`config.mk`:
```
export PLATFORM = sky130hd
export DESIGN_NAME = mesh_packet_deframer_flat
export DESIGN_NICKNAME = d
export VERILOG_FILES = /design/src/hw/rtl/mpd_pkg.sv /design/src/hw/rtl/mpd_if.sv /design/src/hw/rtl/mpd_cfg_regs.sv /design/src/hw/rtl/mpd_parser.sv /design/src/hw/rtl/mesh_packet_deframer.sv /design/src/flat_wrapper.sv
export SDC_FILE = /design/constraint.sdc
export NUM_CORES = 1
export LEC_CHECK = 0
export BUFFER_PORTS_ARGS = -buffer_cell sky130_fd_sc_hd__buf_2
export CAP_MARGIN = 40
export CORE_AREA = 2 2 180 182
export DETAILED_ROUTE_END_ITERATION = 12
export DIE_AREA = 0 0 182 184
export GPL_TIMING_DRIVEN = 0
export SYNTH_ARGS = -nofsm -noshare
export SYNTH_HDL_FRONTEND = slang
export SYNTH_SLANG_ARGS = --single-unit
```
`constraint.sdc`:
```
create_clock -name clk_i -period 15.1 [get_ports clk_i]
set_clock_uncertainty 0.05 [all_clocks]
set_input_delay 1.51 -clock clk_i [delete_from_list [all_inputs] [get_ports clk_i]]
set_output_delay 1.51 -clock clk_i [all_outputs]
set_load 0.05 [all_outputs]
```
`src/hw/rtl/mpd_pkg.sv`:
```
// Shared types, widths and codes for the mesh packet deframer.
`timescale 1ns / 1ps

package mpd_pkg;

  localparam int unsigned BYTE_W     = 8;
  localparam int unsigned TAG_W      = 5;
  localparam int unsigned OFFSET_W   = 24;
  localparam int unsigned STATUS_W   = 3;
  localparam int unsigned CFG_IDX_W  = 8;
  localparam int unsigned CFG_DATA_W = 24;
  localparam int unsigned LEN_W      = 32;
  localparam int unsigned FRAMES_W   = 17;

  // Field currently being parsed; doubles as the field tag of a result.
  typedef enum logic [TAG_W-1:0] {
    PH_VERSION  = 5'd0,
    PH_TYPE     = 5'd1,
    PH_ID       = 5'd2,
    PH_PRIORITY = 5'd3,
    PH_TTL      = 5'd4,
    PH_TSTAMP   = 5'd5,
    PH_SRCLEN   = 5'd6,
    PH_SRC      = 5'd7,
    PH_DSTLEN   = 5'd8,
    PH_DST      = 5'd9,
    PH_NONCELEN = 5'd10,
    PH_NONCE    = 5'd11,
    PH_PAYLEN   = 5'd12,
    PH_PAYLOAD  = 5'd13,
    PH_SIGLEN   = 5'd14,
    PH_SIG      = 5'd15,
    PH_IGNORED  = 5'd16
  } phase_e;

  typedef enum logic [STATUS_W-1:0] {
    ST_OK        = 3'd0,
    ST_TOO_SHORT = 3'd1,
    ST_TRUNCATED = 3'd2,
    ST_ID_LONG   = 3'd3,
    ST_NONCE     = 3'd4,
    ST_PAYLOAD   = 3'd5
  } status_e;

  localparam logic [CFG_IDX_W-1:0] CFG_MAX_ID    = 8'd0;
  localparam logic [CFG_IDX_W-1:0] CFG_NONCE_LEN = 8'd1;
  localparam logic [CFG_IDX_W-1:0] CFG_MAX_PAY   = 8'd2;
  localparam logic [CFG_IDX_W-1:0] CFG_MIN_FRAME = 8'd3;

  localparam logic [15:0] RST_MAX_ID    = 16'd255;
  localparam logic [15:0] RST_NONCE_LEN = 16'd8;
  localparam logic [23:0] RST_MAX_PAY   = 24'd65536;
  localparam logic [15:0] RST_MIN_FRAME = 16'd51;

  typedef struct packed {
    logic [15:0] max_id_length;
    logic [15:0] nonce_length;
    logic [23:0] max_payload_length;
    logic [15:0] min_frame_length;
  } cfg_t;

  typedef struct packed {
    phase_e                field_tag;
    logic [BYTE_W-1:0]     field_data;
    logic [OFFSET_W-1:0]   offset_in_field;
    logic                  data_valid;
    logic                  frame_end;
    status_e               frame_status;
  } result_t;

endpackage

```
`src/hw/rtl/mpd_if.sv`:
```
// Stream and configuration channel interfaces of the mesh packet deframer.
`timescale 1ns / 1ps

interface mpd_in_if;
  import mpd_pkg::*;
  logic              valid;
  logic              ready;
  logic [BYTE_W-1:0] rx_byte;
  logic              is_final;

  modport source (output valid, output rx_byte, output is_final, input ready);
  modport sink   (input valid, input rx_byte, input is_final, output ready);
endinterface

interface mpd_out_if;
  import mpd_pkg::*;
  logic                valid;
  logic                ready;
  logic [TAG_W-1:0]    field_tag;
  logic [BYTE_W-1:0]   field_data;
  logic [OFFSET_W-1:0] offset_in_field;
  logic                data_valid;
  logic                frame_end;
  logic [STATUS_W-1:0] frame_status;

  modport source (output valid, output field_tag, output field_data, output offset_in_field,
                  output data_valid, output frame_end, output frame_status, input ready);
  modport sink   (input valid, input field_tag, input field_data, input offset_in_field,
                  input data_valid, input frame_end, input frame_status, output ready);
endinterface

interface mpd_cfg_if;
  import mpd_pkg::*;
  logic                  valid;
  logic                  ready;
  logic [CFG_IDX_W-1:0]  reg_index;
  logic [CFG_DATA_W-1:0] reg_data;

  modport source (output valid, output reg_index, output reg_data, input ready);
  modport sink   (input valid, input reg_index, input reg_data, output ready);
endinterface

```
`src/hw/rtl/mpd_cfg_regs.sv`:
```
// Configuration register file of the mesh packet deframer.
`timescale 1ns / 1ps

module mpd_cfg_regs (
  input  logic                           clk_i,
  input  logic                           rst_ni,
  input  logic                           wr_en_i,
  input  logic [mpd_pkg::CFG_IDX_W-1:0]  wr_index_i,
  input  logic [mpd_pkg::CFG_DATA_W-1:0] wr_data_i,
  output mpd_pkg::cfg_t                  cfg_o
);
  import mpd_pkg::*;

  cfg_t cfg_q;

  always_ff @(posedge clk_i or negedge rst_ni) begin
    if (!rst_ni) begin
      cfg_q.max_id_length      <= RST_MAX_ID;
      cfg_q.nonce_length       <= RST_NONCE_LEN;
      cfg_q.max_payload_length <= RST_MAX_PAY;
      cfg_q.min_frame_length   <= RST_MIN_FRAME;
    end else if (wr_en_i) begin
      unique case (wr_index_i)
        CFG_MAX_ID:    cfg_q.max_id_length      <= wr_data_i[15:0];
        CFG_NONCE_LEN: cfg_q.nonce_length       <= wr_data_i[15:0];
        CFG_MAX_PAY:   cfg_q.max_payload_length <= wr_data_i[23:0];
        CFG_MIN_FRAME: cfg_q.min_frame_length   <= wr_data_i[15:0];
        default: ;  // drop writes beyond the register list
      endcase
    end
  end

  assign cfg_o = cfg_q;

endmodule

```
`src/hw/rtl/mpd_parser.sv`:
```
// Per-byte parse step: phase tracking, length checks and frame status.
`timescale 1ns / 1ps

module mpd_parser #(
  parameter int unsigned ID_BYTES   = 16,
  parameter int unsigned COUNT_BITS = 24
) (
  input  logic                       clk_i,
  input  logic                       rst_ni,
  input  logic                       step_i,
  input  logic [mpd_pkg::BYTE_W-1:0] rx_byte_i,
  input  logic                       is_final_i,
  input  mpd_pkg::cfg_t              cfg_i,
  output mpd_pkg::result_t           result_o
);
  import mpd_pkg::*;

  localparam logic [LEN_W-1:0] COUNT_MAX = LEN_W'((33'd1 << COUNT_BITS) - 33'd1);

  phase_e                phase_q, phase_d;
  logic [COUNT_BITS-1:0] count_q, count_d;
  logic [LEN_W-1:0]      len_q, len_d;
  logic [FRAMES_W-1:0]   frames_q, frames_d;
  status_e               err_q, err_d;

  logic                  active, is_len, last, raised;
  logic [COUNT_BITS:0]   off_inc;
  logic [LEN_W-1:0]      size, byte_ext, off_ext;
  logic [TAG_W-1:0]      phase_raw;
  status_e               len_err, status;

  always_comb begin
    active    = (phase_q != PH_IGNORED);
    phase_raw = phase_q;
    byte_ext  = LEN_W'(rx_byte_i);
    off_ext   = LEN_W'(count_q);
    off_inc   = {1'b0, count_q} + {{COUNT_BITS{1'b0}}, 1'b1};

    is_len  = 1'b0;
    size    = '0;
    case (phase_q)
      PH_VERSION, PH_TYPE, PH_PRIORITY: size = LEN_W'(1);
      PH_ID:      size = LEN_W'(ID_BYTES);
      PH_TTL:     size = LEN_W'(4);
      PH_TSTAMP:  size = LEN_W'(8);
      PH_SRCLEN, PH_DSTLEN, PH_NONCELEN, PH_SIGLEN: begin
        size   = LEN_W'(2);
        is_len = 1'b1;
      end
      PH_PAYLEN: begin
        size   = LEN_W'(4);
        is_len = 1'b1;
      end
      PH_SRC, PH_DST, PH_NONCE, PH_PAYLOAD, PH_SIG: begin
        size = len_q;
      end
      default: size = '0;
    endcase

    // Assemble the length prefix LSB first.
    len_d = len_q;
    if (is_len && (count_q[COUNT_BITS-1:2] == '0)) begin
      case (count_q[1:0])
        2'd0:    len_d = byte_ext;
        2'd1:    len_d = len_q | (byte_ext << 8);
        2'd2:    len_d = len_q | (byte_ext << 16);
        default: len_d = len_q | (byte_ext << 24);
      endcase
    end

    last = active && (LEN_W'(off_inc) >= size);

    len_err = ST_OK;
    case (phase_q)
      PH_SRCLEN, PH_DSTLEN:
        if (len_d > LEN_W'(cfg_i.max_id_length)) len_err = ST_ID_LONG;
      PH_NONCELEN:
        if (len_d != LEN_W'(cfg_i.nonce_length)) len_err = ST_NONCE;
      PH_PAYLEN:
        if (len_d[LEN_W-1] || (len_d > LEN_W'(cfg_i.max_payload_length)) ||
            (len_d > COUNT_MAX)) len_err = ST_PAYLOAD;
      default: len_err = ST_OK;
    endcase

    raised  = last && is_len && (len_err != ST_OK);
    err_d   = raised ? len_err : err_q;
    phase_d = phase_q;
    count_d = count_q;
    if (last) begin
      count_d = '0;
      if (raised)                       phase_d = PH_IGNORED;
      else if (is_len && len_d == '0)   phase_d = phase_e'(phase_raw + 5'd2);
      else                              phase_d = phase_e'(phase_raw + 5'd1);
    end else if (active) begin
      count_d = off_inc[COUNT_BITS-1:0];
    end

    // Frame byte count saturates above any legal minimum.
    frames_d = frames_q[FRAMES_W-1] ? frames_q : frames_q + FRAMES_W'(1);

    status = ST_OK;
    if (is_final_i) begin
      if (frames_d < FRAMES_W'(cfg_i.min_frame_length)) status = ST_TOO_SHORT;
      else if (err_d != ST_OK)                          status = err_d;
      else if (phase_d != PH_IGNORED)                   status = ST_TRUNCATED;
    end

    result_o.field_tag       = phase_q;
    result_o.field_data      = rx_byte_i;
    result_o.offset_in_field = active ? off_ext[OFFSET_W-1:0] : '0;
    result_o.data_valid      = active && !raised;
    result_o.frame_end       = is_final_i;
    result_o.frame_status    = status;
  end

  always_ff @(posedge clk_i or negedge rst_ni) begin
    if (!rst_ni) begin
      phase_q  <= PH_VERSION;
      count_q  <= '0;
      len_q    <= '0;
      frames_q <= '0;
      err_q    <= ST_OK;
    end else if (step_i) begin
      if (is_final_i) begin
        phase_q  <= PH_VERSION;
        count_q  <= '0;
        len_q    <= '0;
        frames_q <= '0;
        err_q    <= ST_OK;
      end else begin
        phase_q  <= phase_d;
        count_q  <= count_d;
        len_q    <= len_d;
        frames_q <= frames_d;
        err_q    <= err_d;
      end
    end
  end

endmodule

```
`src/hw/rtl/mesh_packet_deframer.sv`:
```
// Top level of the mesh packet deframer: input register, parse step, result register.
`timescale 1ns / 1ps

//  channel | modport | payload                                          | transfer
//  in_i    | sink    | rx_byte, is_final                                | valid & ready
//  out_o   | source  | field_tag, field_data, offset_in_field,          | valid & ready
//          |         | data_valid, frame_end, frame_status              |
//  cfg_i   | sink    | reg_index, reg_data (always ready)               | valid & ready
//
//  One byte per cycle sustained while out_o does not stall; a byte passes the input
//  register and then the result register before its result is presented on out_o. The
//  rate rests on the parse-phase update, a combinational step between the input register
//  and the result register.
//  Reset clears the parse state and loads the register defaults; no clearing pass.
//  A stall on out_o holds the result register and then the input register; the
//  input still takes a byte while a finished result waits, as long as a slot frees.

module mesh_packet_deframer #(
  parameter int unsigned ID_BYTES   = 16,
  parameter int unsigned COUNT_BITS = 24
) (
  input  logic     clk_i,
  input  logic     rst_ni,
  mpd_in_if.sink   in_i,
  mpd_out_if.source out_o,
  mpd_cfg_if.sink  cfg_i
);
  import mpd_pkg::*;

  // Input register.
  logic              in_v_q;
  logic [BYTE_W-1:0] in_byte_q;
  logic              in_fin_q;
  // Result register.
  logic              out_v_q;
  result_t           res_q;

  result_t res;
  cfg_t    cfg;
  logic    advance;

  // Advance the held byte through the parser when the result slot frees.
  assign advance    = in_v_q && (!out_v_q || out_o.ready);
  assign in_i.ready = !in_v_q || advance;
  assign cfg_i.ready = 1'b1;

  mpd_cfg_regs u_cfg (
    .clk_i      (clk_i),
    .rst_ni     (rst_ni),
    .wr_en_i    (cfg_i.valid),
    .wr_index_i (cfg_i.reg_index),
    .wr_data_i  (cfg_i.reg_data),
    .cfg_o      (cfg)
  );

  mpd_parser #(
    .ID_BYTES   (ID_BYTES),
    .COUNT_BITS (COUNT_BITS)
  ) u_parser (
    .clk_i      (clk_i),
    .rst_ni     (rst_ni),
    .step_i     (advance),
    .rx_byte_i  (in_byte_q),
    .is_final_i (in_fin_q),
    .cfg_i      (cfg),
    .result_o   (res)
  );

  always_ff @(posedge clk_i or negedge rst_ni) begin
    if (!rst_ni) begin
      in_v_q <= 1'b0;
    end else if (in_i.ready) begin
      in_v_q <= in_i.valid;
    end
  end

  // Payload needs no reset; load it on each input transfer.
  always_ff @(posedge clk_i) begin
    if (in_i.valid && in_i.ready) begin
      in_byte_q <= in_i.rx_byte;
      in_fin_q  <= in_i.is_final;
    end
  end

  always_ff @(posedge clk_i or negedge rst_ni) begin
    if (!rst_ni) begin
      out_v_q <= 1'b0;
    end else if (advance) begin
      out_v_q <= 1'b1;
    end else if (out_o.ready) begin
      out_v_q <= 1'b0;
    end
  end

  always_ff @(posedge clk_i) begin
    if (advance) begin
      res_q <= res;
    end
  end

  assign out_o.valid           = out_v_q;
  assign out_o.field_tag       = res_q.field_tag;
  assign out_o.field_data      = res_q.field_data;
  assign out_o.offset_in_field = res_q.offset_in_field;
  assign out_o.data_valid      = res_q.data_valid;
  assign out_o.frame_end       = res_q.frame_end;
  assign out_o.frame_status    = res_q.frame_status;

endmodule

```
`src/flat_wrapper.sv`:
```
// flat-port wrapper written by rule: the top's interface ports become plain ports
module mesh_packet_deframer_flat import mpd_pkg::*;
#(
  parameter int unsigned ID_BYTES   = 16,
  parameter int unsigned COUNT_BITS = 24
)
  (clk_i, rst_ni, in_i_valid, in_i_rx_byte, in_i_is_final, in_i_ready, out_o_valid, out_o_field_tag, out_o_field_data, out_o_offset_in_field, out_o_data_valid, out_o_frame_end, out_o_frame_status, out_o_ready, cfg_i_valid, cfg_i_reg_index, cfg_i_reg_data, cfg_i_ready);
  mpd_in_if in_i_i ();
  mpd_out_if out_o_i ();
  mpd_cfg_if cfg_i_i ();
  input  logic clk_i;
  input  logic rst_ni;
  input wire logic [$bits(in_i_i.valid)-1:0] in_i_valid;
  input wire logic [$bits(in_i_i.rx_byte)-1:0] in_i_rx_byte;
  input wire logic [$bits(in_i_i.is_final)-1:0] in_i_is_final;
  output wire logic [$bits(in_i_i.ready)-1:0] in_i_ready;
  output wire logic [$bits(out_o_i.valid)-1:0] out_o_valid;
  output wire logic [$bits(out_o_i.field_tag)-1:0] out_o_field_tag;
  output wire logic [$bits(out_o_i.field_data)-1:0] out_o_field_data;
  output wire logic [$bits(out_o_i.offset_in_field)-1:0] out_o_offset_in_field;
  output wire logic [$bits(out_o_i.data_valid)-1:0] out_o_data_valid;
  output wire logic [$bits(out_o_i.frame_end)-1:0] out_o_frame_end;
  output wire logic [$bits(out_o_i.frame_status)-1:0] out_o_frame_status;
  input wire logic [$bits(out_o_i.ready)-1:0] out_o_ready;
  input wire logic [$bits(cfg_i_i.valid)-1:0] cfg_i_valid;
  input wire logic [$bits(cfg_i_i.reg_index)-1:0] cfg_i_reg_index;
  input wire logic [$bits(cfg_i_i.reg_data)-1:0] cfg_i_reg_data;
  output wire logic [$bits(cfg_i_i.ready)-1:0] cfg_i_ready;
  assign in_i_i.valid = in_i_valid;
  assign in_i_i.rx_byte = in_i_rx_byte;
  assign in_i_i.is_final = in_i_is_final;
  assign in_i_ready = in_i_i.ready;
  assign out_o_valid = out_o_i.valid;
  assign out_o_field_tag = out_o_i.field_tag;
  assign out_o_field_data = out_o_i.field_data;
  assign out_o_offset_in_field = out_o_i.offset_in_field;
  assign out_o_data_valid = out_o_i.data_valid;
  assign out_o_frame_end = out_o_i.frame_end;
  assign out_o_frame_status = out_o_i.frame_status;
  assign out_o_i.ready = out_o_ready;
  assign cfg_i_i.valid = cfg_i_valid;
  assign cfg_i_i.reg_index = cfg_i_reg_index;
  assign cfg_i_i.reg_data = cfg_i_reg_data;
  assign cfg_i_ready = cfg_i_i.ready;
  mesh_packet_deframer #(.ID_BYTES(ID_BYTES), .COUNT_BITS(COUNT_BITS)) u_core (.clk_i(clk_i), .rst_ni(rst_ni), .in_i(in_i_i), .out_o(out_o_i), .cfg_i(cfg_i_i));
endmodule
```
==> results.json <==
{
  "via_per_inst": 5.57,
  "synth_edf_count": 51,
  "antenna_left": 0,
  "path_clk_slew_ns": 0.06,
  "ys_types": 84,
  "fmax_ghz": 0.159,
  "drv_slew": 0,
  "rsz0062_at_grt": "false",
  "grt_max_degree": 98,
  "start_util_pct": 39.6,
  "cp-startpoint": "u_core.u_parser.phase_q[0]",
  "rows": 65,
  "clockBufferDepth": 3,
  "relSlewSlack_pct": 36.5,
  "hold_depth": 0,
  "clock_sinks": 206,
  "setup_viol": 0,
  "hp-start": "u_core.in_byte_q[5]",
  "powerDensity_nw_per_um2": 118,
  "fin_nets": 1502,
  "cts-root-buf": "clkbuf_16",
  "track_usage_pct": 20.0,
  "fin_crit_sh_pct": 41.8,
  "cap_violations": 0,
  "slowest_stage": "nor4_4",
  "required_ns": 15.50,
  "cts_setup_buffers": 0,
  "wire_per_inst_um": 18.6,
  "critPathKind": "flip-flop to flip-flop",
  "crit_fanout": 10,
  "cts_resized": 0,
  "crit_top_cell": "a21o_1",
  "num_antenna_cells": 0,
  "synth_cells": 1247,
  "tightest_slew_ns": 0.939,
  "seq_area_frac_synth_pct": 43.6,
  "vias": 9949,
  "syn_nets": 1384,
  "cp_cell_sequence": "inv_1 -> ha_1 -> and2_0 -> clkbuf_1 -> o21ai_1 -> nor4_4 -> clkbuf_1 -> nand3_1 -> a21oi_1 -> ha_1 -> a21o_1 -> a21o_1 -> a221oi_1 -> o21ai_0 -> o21ai_0 -> a211oi_1 -> a21o_1 -> buf_1 -> o41ai_2 -> o31a_1",
  "ios": 91,
  "setup_total_negative_slack_ns": 0,
  "die_w_um": 182,
  "drt_iter0_markers": 708,
  "ys_warn_count": 0,
  "antenna_found_initial": 0,
  "gp_congestion": 0.879,
  "fin_crit_ns": 6.31,
  "critPathLaunchType": "flip-flop",
  "clk_latency_ns": 0.53,
  "place.detailed.hpwl_um": 24900,
  "ir_drop_uv": 89.7,
  "cts_tree": "done",
  "critPathCaptureType": "flip-flop",
  "r2r.worst_path.cells": 20,
  "fill_cells": 3005,
  "port_buffers": 89,
  "grt_overflow": 0,
  "outcome": "finished, final reports clean",
  "die-area_um2": 33500,
  "core_area_um2": 31400,
  "drt-total-wl_um": 33200,
  "hold_path.class": "flip-flop to flip-flop",
  "rr_startpoint": "u_core.u_parser.phase_q[0]",
  "htree_levels": 1,
  "cts_buffers": 24,
  "ys_ff_latch": 206,
  "leakage_nw": 6.57,
  "drive_gt1_share_pct": 17.4,
  "die_h_um": 184,
  "synth_ff_type": "dfrtp_1",
  "crit_arrival_ns": 6.71,
  "async_flop_share_pct": 75.2,
  "crit_path_max_incr_delay_ns": 0.62,
  "syn_to_final_growth_pct": 15.0,
  "regToRegSetupSlack_ns": 8.79,
  "syn-mean-instance-area_um2": 9.98,
  "r2r-end": "u_core.u_parser.phase_q[0]",
  "drc_errors": 0,
  "synth_area_um2": 12400,
  "grt_pass1_wl_um": 53200,
  "finalPower_w": 0.00169,
  "dr.pass1.iters": 8,
  "grt_pass1_vias": 9636,
  "postCtsHoldBufs": 0,
  "finalHoldViolCount": 0,
  "min_to": "u_core.out_o.field_data[5]"
}
-- power breakdown --
group | switching, W | internal (W)
Sequential | 0.0000326 | 0.000615
Clock | 0.000237 | 0.000391
Combinational | 0.000274 | 0.000141
-- layer usage --
metal / vias to the layer above / GRT usage (%) / routed length [um]
met5: - / 0 / 0
met4: 0 / 6.84 / 1240
met3: 63 / 2.12 / 1560
met2: 291 / 32.0 / 14800
met1: 4810 / 28.4 / 15600
li1: 4785 / - / -
-- registers in the layout, summed over array words and instances (netlist names), 3 cells and up --
register and flops:
u_core.u_parser.frames_q 17, u_core.u_parser.len_q 32, u_core.u_parser.err_q 3, u_core.in_byte_q 8
u_core.u_parser.count_q 24, u_core.u_parser.phase_q 5, u_core.out_o.frame_status 3, u_core.out_o.field_tag 5
u_core.u_cfg.cfg_o 72, u_core.out_o.field_data 8, u_core.out_o.offset_in_field 24
-- synthesized netlist by cell type, types with 8 or more instances --
| cell type | number | share of area (%) |
|---|---|---|
| a31oi_1 | 14 | 0.70 |
| o21a_1 | 8 | 0.48 |
| dfstp_2 | 14 | 3.0 |
| nor4_1 | 14 | 0.70 |
| a22o_1 | 26 | 1.8 |
| ha_1 | 91 | 9.1 |
| a22oi_1 | 8 | 0.48 |
| o22ai_1 | 10 | 0.50 |
| nor2_1 | 72 | 2.2 |
| nand4_1 | 22 | 1.1 |
| xnor2_1 | 24 | 1.7 |
| nor2b_1 | 28 | 1.4 |
| nand3_1 | 24 | 0.97 |
| nand2b_1 | 21 | 1.1 |
| o31ai_1 | 10 | 0.60 |
| xor2_1 | 20 | 1.4 |
| a32o_1 | 16 | 1.3 |
| nor3_1 | 21 | 0.84 |
| inv_1 | 89 | 2.7 |
| and3_1 | 14 | 0.70 |
| edfxtp_1 | 51 | 12 |
| clkbuf_1 | 47 | 1.4 |
| mux2_2 | 59 | 5.3 |
| o21ai_0 | 80 | 3.2 |
| nand2_1 | 114 | 3.4 |
| a21oi_1 | 48 | 1.9 |
| dfrtp_1 | 141 | 28 |
| a21o_1 | 27 | 1.6 |
-- logic make-up (layout without fill, tap and decap cells) --
kind of cell               count (synthesis)  after routing  share of synthesized area (%)
other                                      1              1                         0.0301
buffers and inverters                    153            289                           4.86
xor gates and xnor gates                  44             44                           3.10
muxes                                     65             65                           5.82
DFF                                      206            206                           43.6
AOI/OAI and AO/OA                        310            310                           17.6
adders and majority gates                 91             91                           9.15
and+or+nand+nor                          377            377                           15.9
-- cells in the final DEF (no fill, tap or decap), types with 6 or more instances in the layout --
master / instances
dfrtp_1: 141
nand2_1: 114
buf_2: 94
ha_1: 91
inv_1: 89
o21ai_0: 80
nor2_1: 72
mux2_2: 59
edfxtp_1: 51
clkbuf_1: 50
a21oi_1: 48
nor2b_1: 28
a21o_1: 27
a22o_1: 26
clkbuf_16: 26
xnor2_1: 24
nand3_1: 24
nand4_1: 22
nor3_1: 21
nand2b_1: 21
xor2_1: 20
a32o_1: 16
nor4_1: 14
and3_1: 14
a31oi_1: 14
dfstp_2: 14
o31ai_1: 10
o22ai_1: 10
o21a_1: 8
a22oi_1: 8
and2_1: 7
o211ai_1: 7
buf_1: 6
a211oi_1: 6
mux2i_1: 6
-- how the worst max path moves through the flow --
stage / endpoint / slack [ns] / depth (start not counted)
after detailed placement: u_core.u_parser.phase_q[3] / 8.90 / 20
final: u_core.u_parser.phase_q[0] / 8.79 / 20
after global routing: u_core.u_parser.phase_q[0] / 8.41 / 20
after CTS: u_core.u_parser.phase_q[0] / 8.85 / 20
after global placement: u_core.u_parser.phase_q[0] / 8.97 / 20
after floorplan: u_core.out_o.frame_status[1] / 10.18 / 22
-- layout make-up --
type / count / area (um2) / share of cell area, %
tap: 402 / 503 / 3.51
clock buffer: 32 / 693 / 4.84
inverter: 90 / 338 / 2.36
timing repair buffer: 92 / 510 / 3.56
clock inverter: 12 / 165 / 1.15
multi-input combinational: 888 / 6410 / 44.8
buffer: 63 / 268 / 1.87
sequential: 206 / 5430 / 37.9
-- worst max-delay path, delay by kind of cell (launching register included) --
family	cells	cell delay, ns
flip-flops	1	0.46
adder cells (fa/ha/maj)	2	0.65
AO/OA/AOI/OAI	11	3.07
AND/OR/NAND/NOR	3	0.93
buffers and inverters	4	1.08
-- metrics by stage --
| step | util [%] | cells | hold WS [ns] | setup WS [ns] | instance area [um2] |
|---|---|---|---|---|---|
| finish | 45.6 | 1785 | 0.402 | 8.79 | 14300 |
| global route | 45.6 | 1785 | 0.415 | 8.41 | 14300 |
| CTS | 45.6 | 1785 | 0.404 | 8.85 | 14300 |
| detailed placement | 42.9 | 1741 | 0.389 | 8.90 | 13500 |
| global placement | 42.7 | 1738 | 0.381 | 8.97 | 13400 |
| floorplan | - | 1247 | 0.370 | 10.18 | 12400 |
Note: power is estimated with default switching activity, not from simulation.
